**config.mk**
```make
export PLATFORM = sky130hd
export DESIGN_NAME = solid_wall_ghost_particle_reflect_flat
export DESIGN_NICKNAME = d
export VERILOG_FILES = /design/src/rtl/swgr_pkg.sv /design/src/rtl/swgr_ifs.sv /design/src/rtl/swgr_csr.sv /design/src/rtl/swgr_calc.sv /design/src/rtl/solid_wall_ghost_particle_reflect.sv /design/src/flat_wrapper.sv
export SDC_FILE = /design/constraint.sdc
export NUM_CORES = 2
export LEC_CHECK = 0
export ABC_AREA = 1
export BUFFER_PORTS_ARGS = -buffer_cell sky130_fd_sc_hd__clkbuf_2
export CORE_MARGIN = 4
export CORE_UTILIZATION = 55
export CTS_CLUSTER_SIZE = 30
export DETAILED_ROUTE_END_ITERATION = 8
export PLACE_DENSITY = 0.73
export SYNTH_ARGS = -nofsm -noshare
export SYNTH_HDL_FRONTEND = slang
export SYNTH_HIERARCHICAL = 1
export SYNTH_SLANG_ARGS = --single-unit
export TNS_END_PERCENT = 20
```
**constraint.sdc**
```tcl
create_clock -name clock -period 33 [get_ports clock]
set_clock_uncertainty 0.2 [all_clocks]
set_input_delay 3.3 -clock clock [delete_from_list [all_inputs] [get_ports clock]]
set_output_delay 3.3 -clock clock [all_outputs]
set_load 0.02 [all_outputs]
```
**src/rtl/swgr_pkg.sv**
```systemverilog
package swgr_pkg;

   // configuration register widths and indexes
   localparam int unsigned LEN_W      = 30;
   localparam int unsigned MARGIN_W   = 16;
   localparam int unsigned CSR_ADDR_W = 2;
   localparam int unsigned CSR_DATA_W = 30;

   localparam logic [CSR_ADDR_W-1:0] CSR_LENGTH_X        = 2'd0;
   localparam logic [CSR_ADDR_W-1:0] CSR_LENGTH_Y        = 2'd1;
   localparam logic [CSR_ADDR_W-1:0] CSR_BAND_THICKNESS  = 2'd2;
   localparam logic [CSR_ADDR_W-1:0] CSR_APPROACH_MARGIN = 2'd3;

   localparam logic [LEN_W-1:0]    LENGTH_X_RST        = 30'd458752;
   localparam logic [LEN_W-1:0]    LENGTH_Y_RST        = 30'd196608;
   localparam logic [LEN_W-1:0]    BAND_THICKNESS_RST  = 30'd52429;
   localparam logic [MARGIN_W-1:0] APPROACH_MARGIN_RST = 16'd66;

   // 1/sqrt(2) in Q16.16
   localparam logic signed [51:0] INV_SQRT2_Q16 = 52'sd46341;

   // wall kind codes
   localparam logic [2:0] KIND_RIGHT = 3'd0;
   localparam logic [2:0] KIND_LEFT  = 3'd1;
   localparam logic [2:0] KIND_NORTH = 3'd2;
   localparam logic [2:0] KIND_SOUTH = 3'd3;
   localparam logic [2:0] KIND_RN    = 3'd4;
   localparam logic [2:0] KIND_RS    = 3'd5;
   localparam logic [2:0] KIND_LN    = 3'd6;
   localparam logic [2:0] KIND_LS    = 3'd7;

   localparam logic signed [33:0] MAX32_W34 = 34'sd2147483647;
   localparam logic signed [33:0] MIN32_W34 = -34'sd2147483648;

   typedef struct packed {
      logic [LEN_W-1:0]    length_x;
      logic [LEN_W-1:0]    length_y;
      logic [LEN_W-1:0]    band_thickness;
      logic [MARGIN_W-1:0] approach_margin;
   } cfg_type;

   typedef struct packed {
      logic signed [31:0] pos_x;
      logic signed [31:0] pos_y;
      logic signed [31:0] press;
      logic signed [31:0] vel_x;
      logic signed [31:0] vel_y;
   } item_type;

   typedef struct packed {
      logic signed [31:0] ghost_x;
      logic signed [31:0] ghost_y;
      logic signed [31:0] ghost_press;
      logic signed [31:0] ghost_vx;
      logic signed [31:0] ghost_vy;
      logic [2:0]         wall_kind;
      logic               last_ghost;
   } ghost_type;

   // clamp a 34-bit signed value into the 32-bit signed range
   function automatic logic signed [31:0] sat34(input logic signed [33:0] v);
      logic signed [31:0] r;
      if (v > MAX32_W34) begin
         r = 32'sh7FFFFFFF;
      end else if (v < MIN32_W34) begin
         r = 32'sh80000000;
      end else begin
         r = v[31:0];
      end
      return r;
   endfunction

endpackage

```
**src/rtl/swgr_ifs.sv**
```systemverilog
interface swgr_req_if import swgr_pkg::*; ();
   logic               valid;
   logic               ready;
   logic signed [31:0] pos_x;
   logic signed [31:0] pos_y;
   logic signed [31:0] press;
   logic signed [31:0] vel_x;
   logic signed [31:0] vel_y;

   modport source (output valid, pos_x, pos_y, press, vel_x, vel_y, input ready);
   modport sink   (input valid, pos_x, pos_y, press, vel_x, vel_y, output ready);
endinterface

interface swgr_rsp_if import swgr_pkg::*; ();
   logic               valid;
   logic               ready;
   logic signed [31:0] ghost_x;
   logic signed [31:0] ghost_y;
   logic signed [31:0] ghost_press;
   logic signed [31:0] ghost_vx;
   logic signed [31:0] ghost_vy;
   logic [2:0]         wall_kind;
   logic               last_ghost;

   modport source (output valid, ghost_x, ghost_y, ghost_press, ghost_vx, ghost_vy,
                   wall_kind, last_ghost, input ready);
   modport sink   (input valid, ghost_x, ghost_y, ghost_press, ghost_vx, ghost_vy,
                   wall_kind, last_ghost, output ready);
endinterface

```
**src/rtl/swgr_csr.sv**
```systemverilog
module swgr_csr import swgr_pkg::*; (
   input  logic                  clock,
   input  logic                  reset,
   input  logic                  csr_wr_en,
   input  logic [CSR_ADDR_W-1:0] csr_addr,
   input  logic [CSR_DATA_W-1:0] csr_wr_data,
   output cfg_type               cfg
);

   cfg_type cfg_ff;
   cfg_type cfg_in;

   always_comb begin
      cfg_in = cfg_ff;
      if (csr_wr_en) begin
         case (csr_addr)
            CSR_LENGTH_X:        cfg_in.length_x        = csr_wr_data[LEN_W-1:0];
            CSR_LENGTH_Y:        cfg_in.length_y        = csr_wr_data[LEN_W-1:0];
            CSR_BAND_THICKNESS:  cfg_in.band_thickness  = csr_wr_data[LEN_W-1:0];
            CSR_APPROACH_MARGIN: cfg_in.approach_margin = csr_wr_data[MARGIN_W-1:0];
            default:             cfg_in = cfg_ff;
         endcase
      end
   end

   always_ff @(posedge clock) begin
      if (reset) begin
         cfg_ff.length_x        <= LENGTH_X_RST;
         cfg_ff.length_y        <= LENGTH_Y_RST;
         cfg_ff.band_thickness  <= BAND_THICKNESS_RST;
         cfg_ff.approach_margin <= APPROACH_MARGIN_RST;
      end else begin
         cfg_ff <= cfg_in;
      end
   end

   assign cfg = cfg_ff;

endmodule

```
**src/rtl/swgr_calc.sv**
```systemverilog
module swgr_calc import swgr_pkg::*; (
   input  cfg_type         cfg,
   input  item_type        item,
   output ghost_type [2:0] ghost_list,
   output logic [1:0]      n_ghost
);

   logic signed [33:0] x, y, vx, vy, lx, ly, t, rb, nb, margin;
   logic signed [33:0] gx_wide, gy_wide, proj_x, proj_y, appr_x, appr_y, diag_s;
   logic signed [51:0] diag_prod, diag_sum, margin_wide;
   logic               interior, outside, right, left, north, south, corner;
   logic               zero_x, zero_y, zero_d;
   logic signed [31:0] gx, gy, neg_vx, neg_vy, dvx, dvy;
   logic [2:0]         diag_kind;
   ghost_type          wall_x, wall_y, diag;

   always_comb begin
      x      = 34'(item.pos_x);
      y      = 34'(item.pos_y);
      vx     = 34'(item.vel_x);
      vy     = 34'(item.vel_y);
      lx     = $signed({4'b0, cfg.length_x});
      ly     = $signed({4'b0, cfg.length_y});
      t      = $signed({4'b0, cfg.band_thickness});
      margin = $signed({18'b0, cfg.approach_margin});
      rb     = lx - t;
      nb     = ly - t;

      interior = (x < rb) && (x > t) && (y < nb) && (y > t);
      outside  = (x > lx) || (x < 34'sd0) || (y > ly) || (y < 34'sd0);
      right    = (x >= rb);
      left     = !right && (x <= t);
      north    = (y >= nb);
      south    = !north && (y <= t);
      corner   = (right || left) && (north || south);

      // mirrored positions
      gx_wide = right ? (lx + lx - x) : -x;
      gy_wide = north ? (ly + ly - y) : -y;
      gx      = sat34(gx_wide);
      gy      = sat34(gy_wide);
      neg_vx  = sat34(-vx);
      neg_vy  = sat34(-vy);

      // approach tests on the outward normal
      proj_x = right ? vx : -vx;
      proj_y = north ? vy : -vy;
      appr_x = proj_x + margin;
      appr_y = proj_y + margin;
      zero_x = (appr_x <= 34'sd0);
      zero_y = (appr_y <= 34'sd0);

      // diagonal: normal sign per corner, exact compare against the scaled margin
      if (right && north) begin
         diag_s    = vx + vy;
         diag_kind = KIND_RN;
      end else if (right && south) begin
         diag_s    = vx - vy;
         diag_kind = KIND_RS;
      end else if (left && north) begin
         diag_s    = vy - vx;
         diag_kind = KIND_LN;
      end else begin
         diag_s    = -vx - vy;
         diag_kind = KIND_LS;
      end
      margin_wide = $signed({20'b0, cfg.approach_margin, 16'b0});
      diag_prod   = 52'(diag_s) * INV_SQRT2_Q16;
      diag_sum    = diag_prod + margin_wide;
      zero_d      = (diag_sum <= 52'sd0);

      // swap with negate on rn/ls, plain swap on rs/ln
      if (right == north) begin
         dvx = neg_vy;
         dvy = neg_vx;
      end else begin
         dvx = item.vel_y;
         dvy = item.vel_x;
      end

      wall_x.ghost_x     = gx;
      wall_x.ghost_y     = item.pos_y;
      wall_x.ghost_press = item.press;
      wall_x.ghost_vx    = zero_x ? 32'sd0 : neg_vx;
      wall_x.ghost_vy    = zero_x ? 32'sd0 : item.vel_y;
      wall_x.wall_kind   = right ? KIND_RIGHT : KIND_LEFT;
      wall_x.last_ghost  = !corner;

      wall_y.ghost_x     = item.pos_x;
      wall_y.ghost_y     = gy;
      wall_y.ghost_press = item.press;
      wall_y.ghost_vx    = zero_y ? 32'sd0 : item.vel_x;
      wall_y.ghost_vy    = zero_y ? 32'sd0 : neg_vy;
      wall_y.wall_kind   = north ? KIND_NORTH : KIND_SOUTH;
      wall_y.last_ghost  = !corner;

      diag.ghost_x     = gx;
      diag.ghost_y     = gy;
      diag.ghost_press = item.press;
      diag.ghost_vx    = zero_d ? 32'sd0 : dvx;
      diag.ghost_vy    = zero_d ? 32'sd0 : dvy;
      diag.wall_kind   = diag_kind;
      diag.last_ghost  = 1'b1;

      if (corner) begin
         ghost_list[0] = wall_x;
         ghost_list[1] = wall_y;
         ghost_list[2] = diag;
      end else begin
         ghost_list[0] = (right || left) ? wall_x : wall_y;
         ghost_list[1] = wall_y;
         ghost_list[2] = diag;
      end

      if (interior || outside) begin
         n_ghost = 2'd0;
      end else if (corner) begin
         n_ghost = 2'd3;
      end else begin
         n_ghost = 2'd1;
      end
   end

endmodule

```
**src/rtl/solid_wall_ghost_particle_reflect.sv**
```systemverilog
// Ghost particle generator for a 2D box with solid walls (mirror scheme).
// req_bus (sink): one particle per beat - position, pressure, velocity, Q16.16.
// rsp_bus (source): ghost beats. A particle in an edge band gives one beat,
//   a corner particle gives three (x wall, y wall, diagonal), interior and
//   outside particles give none. last_ghost marks the final beat of a particle.
// csr_*: box length x/y, band thickness and approach margin; write only while
//   the block is idle. Index beyond the list is not decoded.
// Path: an accepted particle sits in the input register; each of its ghosts
//   is loaded into the result register, which drives rsp_bus.
// Throughput: one particle per cycle for edge, interior and outside particles
//   while rsp_bus does not stall; a corner particle holds the input register
//   until its ghosts are loaded one by one into the one shared result register.
// Reset (synchronous, active high): both registers empty, CSRs back to their
//   defaults (7.0 x 3.0 box, 0.8 band, margin 66).
// Stall: while rsp_bus.ready is low the result register holds; the input
//   register still takes a new particle once the current one has its last ghost
//   loaded or produces nothing, so one particle waits behind a stalled result.
module solid_wall_ghost_particle_reflect import swgr_pkg::*; (
   input  logic                  clock,
   input  logic                  reset,
   swgr_req_if.sink              req_bus,
   swgr_rsp_if.source            rsp_bus,
   input  logic                  csr_wr_en,
   input  logic [CSR_ADDR_W-1:0] csr_addr,
   input  logic [CSR_DATA_W-1:0] csr_wr_data
);

   cfg_type         cfg;
   ghost_type [2:0] ghost_list;
   logic [1:0]      n_ghost;
   ghost_type       cur;

   // input register
   item_type   item_ff, item_in;
   logic       item_valid_ff, item_valid_in;
   logic [1:0] idx_ff, idx_in;

   // result register
   ghost_type  out_ff, out_in;
   logic       out_valid_ff, out_valid_in;

   logic accept, out_load, item_done;

   swgr_csr u_csr (
      .clock       (clock),
      .reset       (reset),
      .csr_wr_en   (csr_wr_en),
      .csr_addr    (csr_addr),
      .csr_wr_data (csr_wr_data),
      .cfg         (cfg)
   );

   swgr_calc u_calc (
      .cfg        (cfg),
      .item       (item_ff),
      .ghost_list (ghost_list),
      .n_ghost    (n_ghost)
   );

   always_comb begin
      cur = ghost_list[idx_ff];

      // next ghost moves into the result register when that slot frees up
      out_load  = item_valid_ff && (n_ghost != 2'd0) && (!out_valid_ff || rsp_bus.ready);
      // particle retires on its last ghost, or at once if it makes none
      item_done = item_valid_ff && ((n_ghost == 2'd0) || (out_load && cur.last_ghost));

      req_bus.ready = !item_valid_ff || item_done;
      accept        = req_bus.valid && req_bus.ready;

      item_in.pos_x = req_bus.pos_x;
      item_in.pos_y = req_bus.pos_y;
      item_in.press = req_bus.press;
      item_in.vel_x = req_bus.vel_x;
      item_in.vel_y = req_bus.vel_y;

      if (accept) begin
         item_valid_in = 1'b1;
      end else if (item_done) begin
         item_valid_in = 1'b0;
      end else begin
         item_valid_in = item_valid_ff;
      end

      if (accept) begin
         idx_in = 2'd0;
      end else if (out_load) begin
         idx_in = 2'(idx_ff + 2'd1);
      end else begin
         idx_in = idx_ff;
      end

      out_in = cur;
      if (out_load) begin
         out_valid_in = 1'b1;
      end else if (rsp_bus.ready) begin
         out_valid_in = 1'b0;
      end else begin
         out_valid_in = out_valid_ff;
      end
   end

   always_ff @(posedge clock) begin
      if (reset) begin
         item_valid_ff <= 1'b0;
         idx_ff        <= 2'd0;
         out_valid_ff  <= 1'b0;
      end else begin
         item_valid_ff <= item_valid_in;
         idx_ff        <= idx_in;
         out_valid_ff  <= out_valid_in;
      end
   end

   // payload, no reset
   always_ff @(posedge clock) begin
      if (accept) begin
         item_ff <= item_in;
      end
      if (out_load) begin
         out_ff <= out_in;
      end
   end

   assign rsp_bus.valid       = out_valid_ff;
   assign rsp_bus.ghost_x     = out_ff.ghost_x;
   assign rsp_bus.ghost_y     = out_ff.ghost_y;
   assign rsp_bus.ghost_press = out_ff.ghost_press;
   assign rsp_bus.ghost_vx    = out_ff.ghost_vx;
   assign rsp_bus.ghost_vy    = out_ff.ghost_vy;
   assign rsp_bus.wall_kind   = out_ff.wall_kind;
   assign rsp_bus.last_ghost  = out_ff.last_ghost;

endmodule

```
**src/flat_wrapper.sv**
```systemverilog
// flat-port wrapper written by rule: the top's interface ports become plain ports
module solid_wall_ghost_particle_reflect_flat import swgr_pkg::*;
  (clock, reset, csr_wr_en, csr_addr, csr_wr_data, req_bus_valid, req_bus_pos_x, req_bus_pos_y, req_bus_press, req_bus_vel_x, req_bus_vel_y, req_bus_ready, rsp_bus_valid, rsp_bus_ghost_x, rsp_bus_ghost_y, rsp_bus_ghost_press, rsp_bus_ghost_vx, rsp_bus_ghost_vy, rsp_bus_wall_kind, rsp_bus_last_ghost, rsp_bus_ready);
  swgr_req_if req_bus_i ();
  swgr_rsp_if rsp_bus_i ();
  input  logic clock;
  input  logic reset;
  input  logic csr_wr_en;
  input  logic [CSR_ADDR_W-1:0] csr_addr;
  input  logic [CSR_DATA_W-1:0] csr_wr_data;
  input wire logic [$bits(req_bus_i.valid)-1:0] req_bus_valid;
  input wire logic [$bits(req_bus_i.pos_x)-1:0] req_bus_pos_x;
  input wire logic [$bits(req_bus_i.pos_y)-1:0] req_bus_pos_y;
  input wire logic [$bits(req_bus_i.press)-1:0] req_bus_press;
  input wire logic [$bits(req_bus_i.vel_x)-1:0] req_bus_vel_x;
  input wire logic [$bits(req_bus_i.vel_y)-1:0] req_bus_vel_y;
  output wire logic [$bits(req_bus_i.ready)-1:0] req_bus_ready;
  output wire logic [$bits(rsp_bus_i.valid)-1:0] rsp_bus_valid;
  output wire logic [$bits(rsp_bus_i.ghost_x)-1:0] rsp_bus_ghost_x;
  output wire logic [$bits(rsp_bus_i.ghost_y)-1:0] rsp_bus_ghost_y;
  output wire logic [$bits(rsp_bus_i.ghost_press)-1:0] rsp_bus_ghost_press;
  output wire logic [$bits(rsp_bus_i.ghost_vx)-1:0] rsp_bus_ghost_vx;
  output wire logic [$bits(rsp_bus_i.ghost_vy)-1:0] rsp_bus_ghost_vy;
  output wire logic [$bits(rsp_bus_i.wall_kind)-1:0] rsp_bus_wall_kind;
  output wire logic [$bits(rsp_bus_i.last_ghost)-1:0] rsp_bus_last_ghost;
  input wire logic [$bits(rsp_bus_i.ready)-1:0] rsp_bus_ready;
  assign req_bus_i.valid = req_bus_valid;
  assign req_bus_i.pos_x = req_bus_pos_x;
  assign req_bus_i.pos_y = req_bus_pos_y;
  assign req_bus_i.press = req_bus_press;
  assign req_bus_i.vel_x = req_bus_vel_x;
  assign req_bus_i.vel_y = req_bus_vel_y;
  assign req_bus_ready = req_bus_i.ready;
  assign rsp_bus_valid = rsp_bus_i.valid;
  assign rsp_bus_ghost_x = rsp_bus_i.ghost_x;
  assign rsp_bus_ghost_y = rsp_bus_i.ghost_y;
  assign rsp_bus_ghost_press = rsp_bus_i.ghost_press;
  assign rsp_bus_ghost_vx = rsp_bus_i.ghost_vx;
  assign rsp_bus_ghost_vy = rsp_bus_i.ghost_vy;
  assign rsp_bus_wall_kind = rsp_bus_i.wall_kind;
  assign rsp_bus_last_ghost = rsp_bus_i.last_ghost;
  assign rsp_bus_i.ready = rsp_bus_ready;
  solid_wall_ghost_particle_reflect u_core (.clock(clock), .reset(reset), .req_bus(req_bus_i), .rsp_bus(rsp_bus_i), .csr_wr_en(csr_wr_en), .csr_addr(csr_addr), .csr_wr_data(csr_wr_data));
endmodule
```
After elaboration in Yosys (flattened, before gate mapping)
Cells that the tools add are included.
{"block": "op_classes", "addsub": 18, "mul": 1, "order_cmp": 24, "n_eq_ne": 4, "muxes": 38, "reduce_logical": 38}
{"op": "$mux W32", "count": 16}
{"op": "$mux W164", "count": 3}
{"op": "$bmux W164 S2", "count": 1}
{"op": "$mux W34", "count": 7}
{"op": "$gt A34 B32 Y1 const B", "count": 4}
{"op": "$lt A34 B32 Y1 const B", "count": 4}
{"op": "$neg A32 Y34", "count": 4}
{"op": "$sub A32 B32 Y33", "count": 4}
{"op": "$gt A32 B31 Y1", "count": 4}
{"op": "$add A34 B17 Y34", "count": 2}
{"op": "$le A34 B1 Y1 const B", "count": 2}
{"op": "$ge A32 B31 Y1", "count": 2}
{"op": "$le A32 B31 Y1", "count": 2}
{"op": "$lt A32 B1 Y1 const B", "count": 2}
{"op": "$lt A32 B31 Y1", "count": 2}
{"op": "$add A30 B30 Y31", "count": 2}
{"op": "$sub A30 B30 Y31", "count": 2}
{"op": "$add A51 B33 Y52", "count": 1}
{"op": "$le A52 B1 Y1 const B", "count": 1}
{"op": "$mul A34 B17 Y51 const B", "count": 1}
{"op": "$sub A34 B32 Y34", "count": 1}
{"op": "$add A32 B32 Y33", "count": 1}
{"op": "$logic_and A1 B1 Y1", "count": 14}
{"op": "$logic_or A1 B1 Y1", "count": 9}
{"op": "12 further kinds", "count": 32}
{"block": "word_totals", "reg_bits": 434, "in_bits": 197, "out_inout_bits": 166, "elab_cells": 142}

Longest topological paths before layout
{"block": "logic_depth", "word_depth": 20, "depth_mapped": 74}

By module
Netlist, hierarchy kept.
{"module": "swgr_calc", "instances": 1, "cells_per_inst": 6865, "area_each_um2": 41219.5, "seq_area_each_um2": 0.0}
{"module": "solid_wall_ghost_particle_reflect", "instances": 1, "cells_per_inst": 1086, "area_each_um2": 13292.7, "seq_area_each_um2": 9809.4}
{"module": "swgr_csr", "instances": 1, "cells_per_inst": 655, "area_each_um2": 4335.4, "seq_area_each_um2": 2122.0}

Worst setup path before layout
No wires, ideal clock.
{"block": "synth_timing", "kind": "register to register", "startpoint": "register u_core.u_csr.cfg_ff, in the netlist u_core/u_csr/cfg[18]", "endpoint": "register u_core.out_ff, in the netlist u_core/rsp_bus.ghost_vy[4] (data pin)", "setup_time_ns": 0.256, "arrival_time_ns": 11.918, "slack_ns": 20.625, "path_stages_with_launch": 61, "n_path_buf": 9, "cell_sequence": "dfxtp_1 > inv_1 > ha_1 > a21oi_1 > nand2_1 > nand2_1 > o211ai_1 > a21boi_0 > o21ai_0 > a21boi_0 > o21ai_0 > a21oi_1 > inv_1 > nand2_1 > nand3_1 > a21boi_0 > o21ai_0 > xor2_1 > [25 not listed] > ha_1 > nand2_1 > nor2_1 > inv_1 > nor4_1 > nand3_1 > nand3_1 > xor2_1 > or2_2 > nor3_1 > nand2_1 > nor2_1 > nand3_1 > nand2_2 > buf_2 > nor2_1 > nand2_1 > o21ai_1"}
{"item": "from (decl)", "line_no": "swgr_csr.sv:10", "rtl": "cfg_type cfg_ff;"}
{"item": "from (signal assigned)", "line_no": "swgr_csr.sv:33", "rtl": "cfg_ff <= cfg_in;"}
{"item": "to (signal assigned)", "line_no": "solid_wall_ghost_particle_reflect.sv:121", "rtl": "out_ff <= out_in;"}
{"item": "to (decl)", "line_no": "solid_wall_ghost_particle_reflect.sv:39", "rtl": "ghost_type out_ff, out_in;"}

==> flow_summary.toml <==
[synthesis]
synth_top_area_cell = "edfxtp_1"
synth_ff_type = "edfxtp_1"
synth_top_family_by_area = "simple AND/OR/NAND/NOR gates"
synth_seq_cells = 434
yosysSeqAreaShare_pct = 20.3
synth_commonest_cells = "nand2_1 (1,876), inv_1 (1,162), nor2_1 (1,059)"
yosysMostFrequentCell = "nand2_1"
synthAdderAreaFrac_pct = 21.1
synth_area_leaders = "edfxtp_1 (17%), ha_1 (14%), nand2_1 (12%), inv_1 (7.4%), nor2_1 (6.8%)"
synth_top_area_share_pct = 16.5
synth-compound-area-share_pct = 15.0
syn_inst = 8606
yosysWarnings = 6
synth-xor-area-share_pct = 5.35
synth_async_sr_flop_share_pct = 0
syn_area_um2 = 58800
yosysUniqueCellTypes = 69
syn_area_per_cell_um2 = 6.84
synth_mux_area_share_pct = 0.102
synthSimpleGateAreaFrac_pct = 25.8
synth_edf_count = 324

[grt]
grt_max_degree = 106
grt_use_total_pct = 37.6
grt_antenna_before_repair = 5
grt-ovfl-total = 0
grt_pass1_wl_um = 330000
grt_pass1_vias = 56100

[timing]
rsz0062_at_grt = "false"
hold_viol_final = 0
relSlewSlack_pct = 10.3
report.final.setup_viol = 0
fmax_mhz = 64.9
tightest_slew_ps = 1340
fin_tns_setup_ps = 0
final.min_clock_period_ps = 15420
drv_slew = 0
finalCritPeriodShare_pct = 46.7

[worst_setup_path]
cp_slowest_stage_delay_ps = 930
worstSetupPathType = "reg -> reg"
worstSetupEndpointType = "flip-flop"
crit_family = "simple AND/OR/NAND/NOR gates"
path_buf_inv = 11
cpMostUsedCell = "nand2_1"
cp_data_required_time_ps = 33220
crit_slowest_cell = "inv_1"
crit_arrival_ps = 15630
start_kind = "flip-flop"
critPathMaxFanout = 64

[cells_and_area]
nNetsFinal = 9685
fillers = 10300
synthToLayoutAreaGrowth_pct = 5.19
drive_gt1_share_pct = 7.22

[detailed_routing]
vias = 59600
drt-total-wl_um = 220000
drt_drc_violations_left = 0
drtIter0Drc = 7105
routedWlPerCell_um = 21.9
via_per_inst = 5.93
ant_nets = 0
firstDrtPassIters = 8

[clock_network]
clkLatencyLatePin_ps = 680
cts_buffers = 53
postCtsHoldBufs = 0
clock-sinks = 434
clockBufferDepth = 3
cts_tree = "done"
postCtsSetupBuffers = 0
h-tree-depth = 2
clk_pin_slew_worst_paths_ps = 60
root_buffer = "clkbuf_16"
cts_resized = 0

[placement]
place.gp.congestion = 1.03
port_buffers = 362
dp.final_hpwl_um = 173000

[die]
rows = 119
dieArea_um2 = 112000
fp.dieH_um = 335
start_util_pct = 55.7
core_area_um2 = 106000
die_w_um = 335
io_pins = 363

[run_status]
outcome = "finished clean"

[run]
cap_violations = 0

[min_path]
hold_path.class = "reg -> reg"
==> worst paths after layout <==
check | start | endpoint | slack (ps) | depth (start not counted)
min | u_core/u_csr/cfg[27] | u_core/u_csr/cfg[27] | 260 | 2
min reg2reg | u_core/u_csr/cfg[27] | u_core/u_csr/cfg[27] | 260 | 2
max reg2reg | u_core/u_csr/cfg[20] | u_core/rsp_bus.ghost_vx[31] | 17580 | 61
max | u_core/u_csr/cfg[20] | u_core/rsp_bus.ghost_vx[31] | 17580 | 61
==> cells by family (layout without fill, tap and decap cells) <==
| kind of cell | Yosys count | in the layout |
|---|---|---|
| AOI/OAI and AO/OA | 1620 | 1620 |
| xor gates and xnor gates | 358 | 358 |
| adders and majority gates | 876 | 876 |
| buffers and inverters | 1652 | 1699 |
| DFF | 434 | 434 |
| muxes | 6 | 6 |
| other | 2 | 13 |
| and+or+nand+nor | 3658 | 3658 |
==> sequential cells by signal (all words and copies together), names as in the netlist <==
signal,cells
u_core/u_csr/cfg,106
u_core/idx_ff,2
u_core/rsp_bus.ghost_x,32
u_core/rsp_bus.ghost_vy,32
u_core/item_valid_ff,1
u_core/rsp_bus.ghost_y,32
u_core/item_ff,160
u_core/rsp_bus.last_ghost,1
u_core/rsp_bus.ghost_press,32
u_core/rsp_bus.ghost_vx,32
u_core/rsp_bus.wall_kind,3
u_core/rsp_bus.valid,1
==> final cells by class <==
cell class / count / area (um2) / share of cell area, %
Antenna cell: 8 / 20.0 / 0.0323
Clock buffer: 63 / 1390 / 2.24
Clock inverter: 36 / 440 / 0.711
Inverter: 1188 / 4480 / 7.23
Multi-Input combinational cell: 6523 / 39700 / 64.2
Sequential cell: 434 / 11900 / 19.3
Tap cell: 1391 / 1740 / 2.81
Timing Repair Buffer: 412 / 2190 / 3.53
==> metrics by stage <==
step	area, um2	setup WS [ps]	std cells	utilization (%)	hold slack [ps]
floorplan	58900	20630	8609	-	229
global placement	60000	17820	9947	56.8	237
detailed placement	60100	18040	9948	56.8	242
CTS	61900	17980	10000	58.5	258
finish	61900	17580	10100	58.6	258
global route	61900	16680	10000	58.5	285
==> metal layers <==
layer  vias to the layer above  routed length, um  GRT usage [%]
met5                         -                  0              0
met4                         0              14100           21.4
met3                       636              18500           5.76
met2                      2983              99200           60.5
met1                     27900              88000           48.5
li1                      28100                  -              -
==> layout by cell type (no fill, tap or decap), types with 11 or more instances in the layout <==
cell type | synthesis | routed
a21boi_0 | 24 | 24
nor2_1 | 1059 | 1058
inv_2 | 20 | 19
nand4_1 | 162 | 162
nand2_1 | 1876 | 1875
edfxtp_1 | 324 | 324
o211ai_1 | 32 | 32
nand2_2 | 13 | 11
xnor2_1 | 94 | 94
a21oi_1 | 577 | 577
nor2_2 | 19 | 18
nor4_1 | 29 | 29
dfxtp_1 | 110 | 109
clkbuf_16 | 0 | 53
o21ai_1 | 180 | 181
nor3_1 | 75 | 75
xor2_1 | 262 | 262
nand3_1 | 356 | 354
a31oi_1 | 43 | 43
nand3_2 | 13 | 15
buf_4 | 199 | 50
nand3b_1 | 12 | 12
o21bai_1 | 22 | 22
inv_1 | 1162 | 1159
a21o_1 | 36 | 36
ha_1 | 680 | 680
o21ai_2 | 10 | 11
a211oi_1 | 11 | 11
clkbuf_2 | 0 | 365
o31ai_1 | 11 | 11
o21ai_0 | 597 | 595
o21a_1 | 30 | 30
fa_1 | 196 | 196
or2_2 | 15 | 15
==> worst reg2reg max path: cells and delay by family, from the launching register on <==
kind | cells | cell delay [ps]
adder cells (fa/ha/maj) | 9 | 3990
AND/OR/NAND/NOR | 29 | 4790
buffers and inverters | 11 | 3320
AO/OA/AOI/OAI | 11 | 2410
flip-flops | 1 | 330
XOR/XNOR | 1 | 140
Power is not shown: default switching activity piles up to over one toggle a cycle in this logic, so the estimate is an artifact.
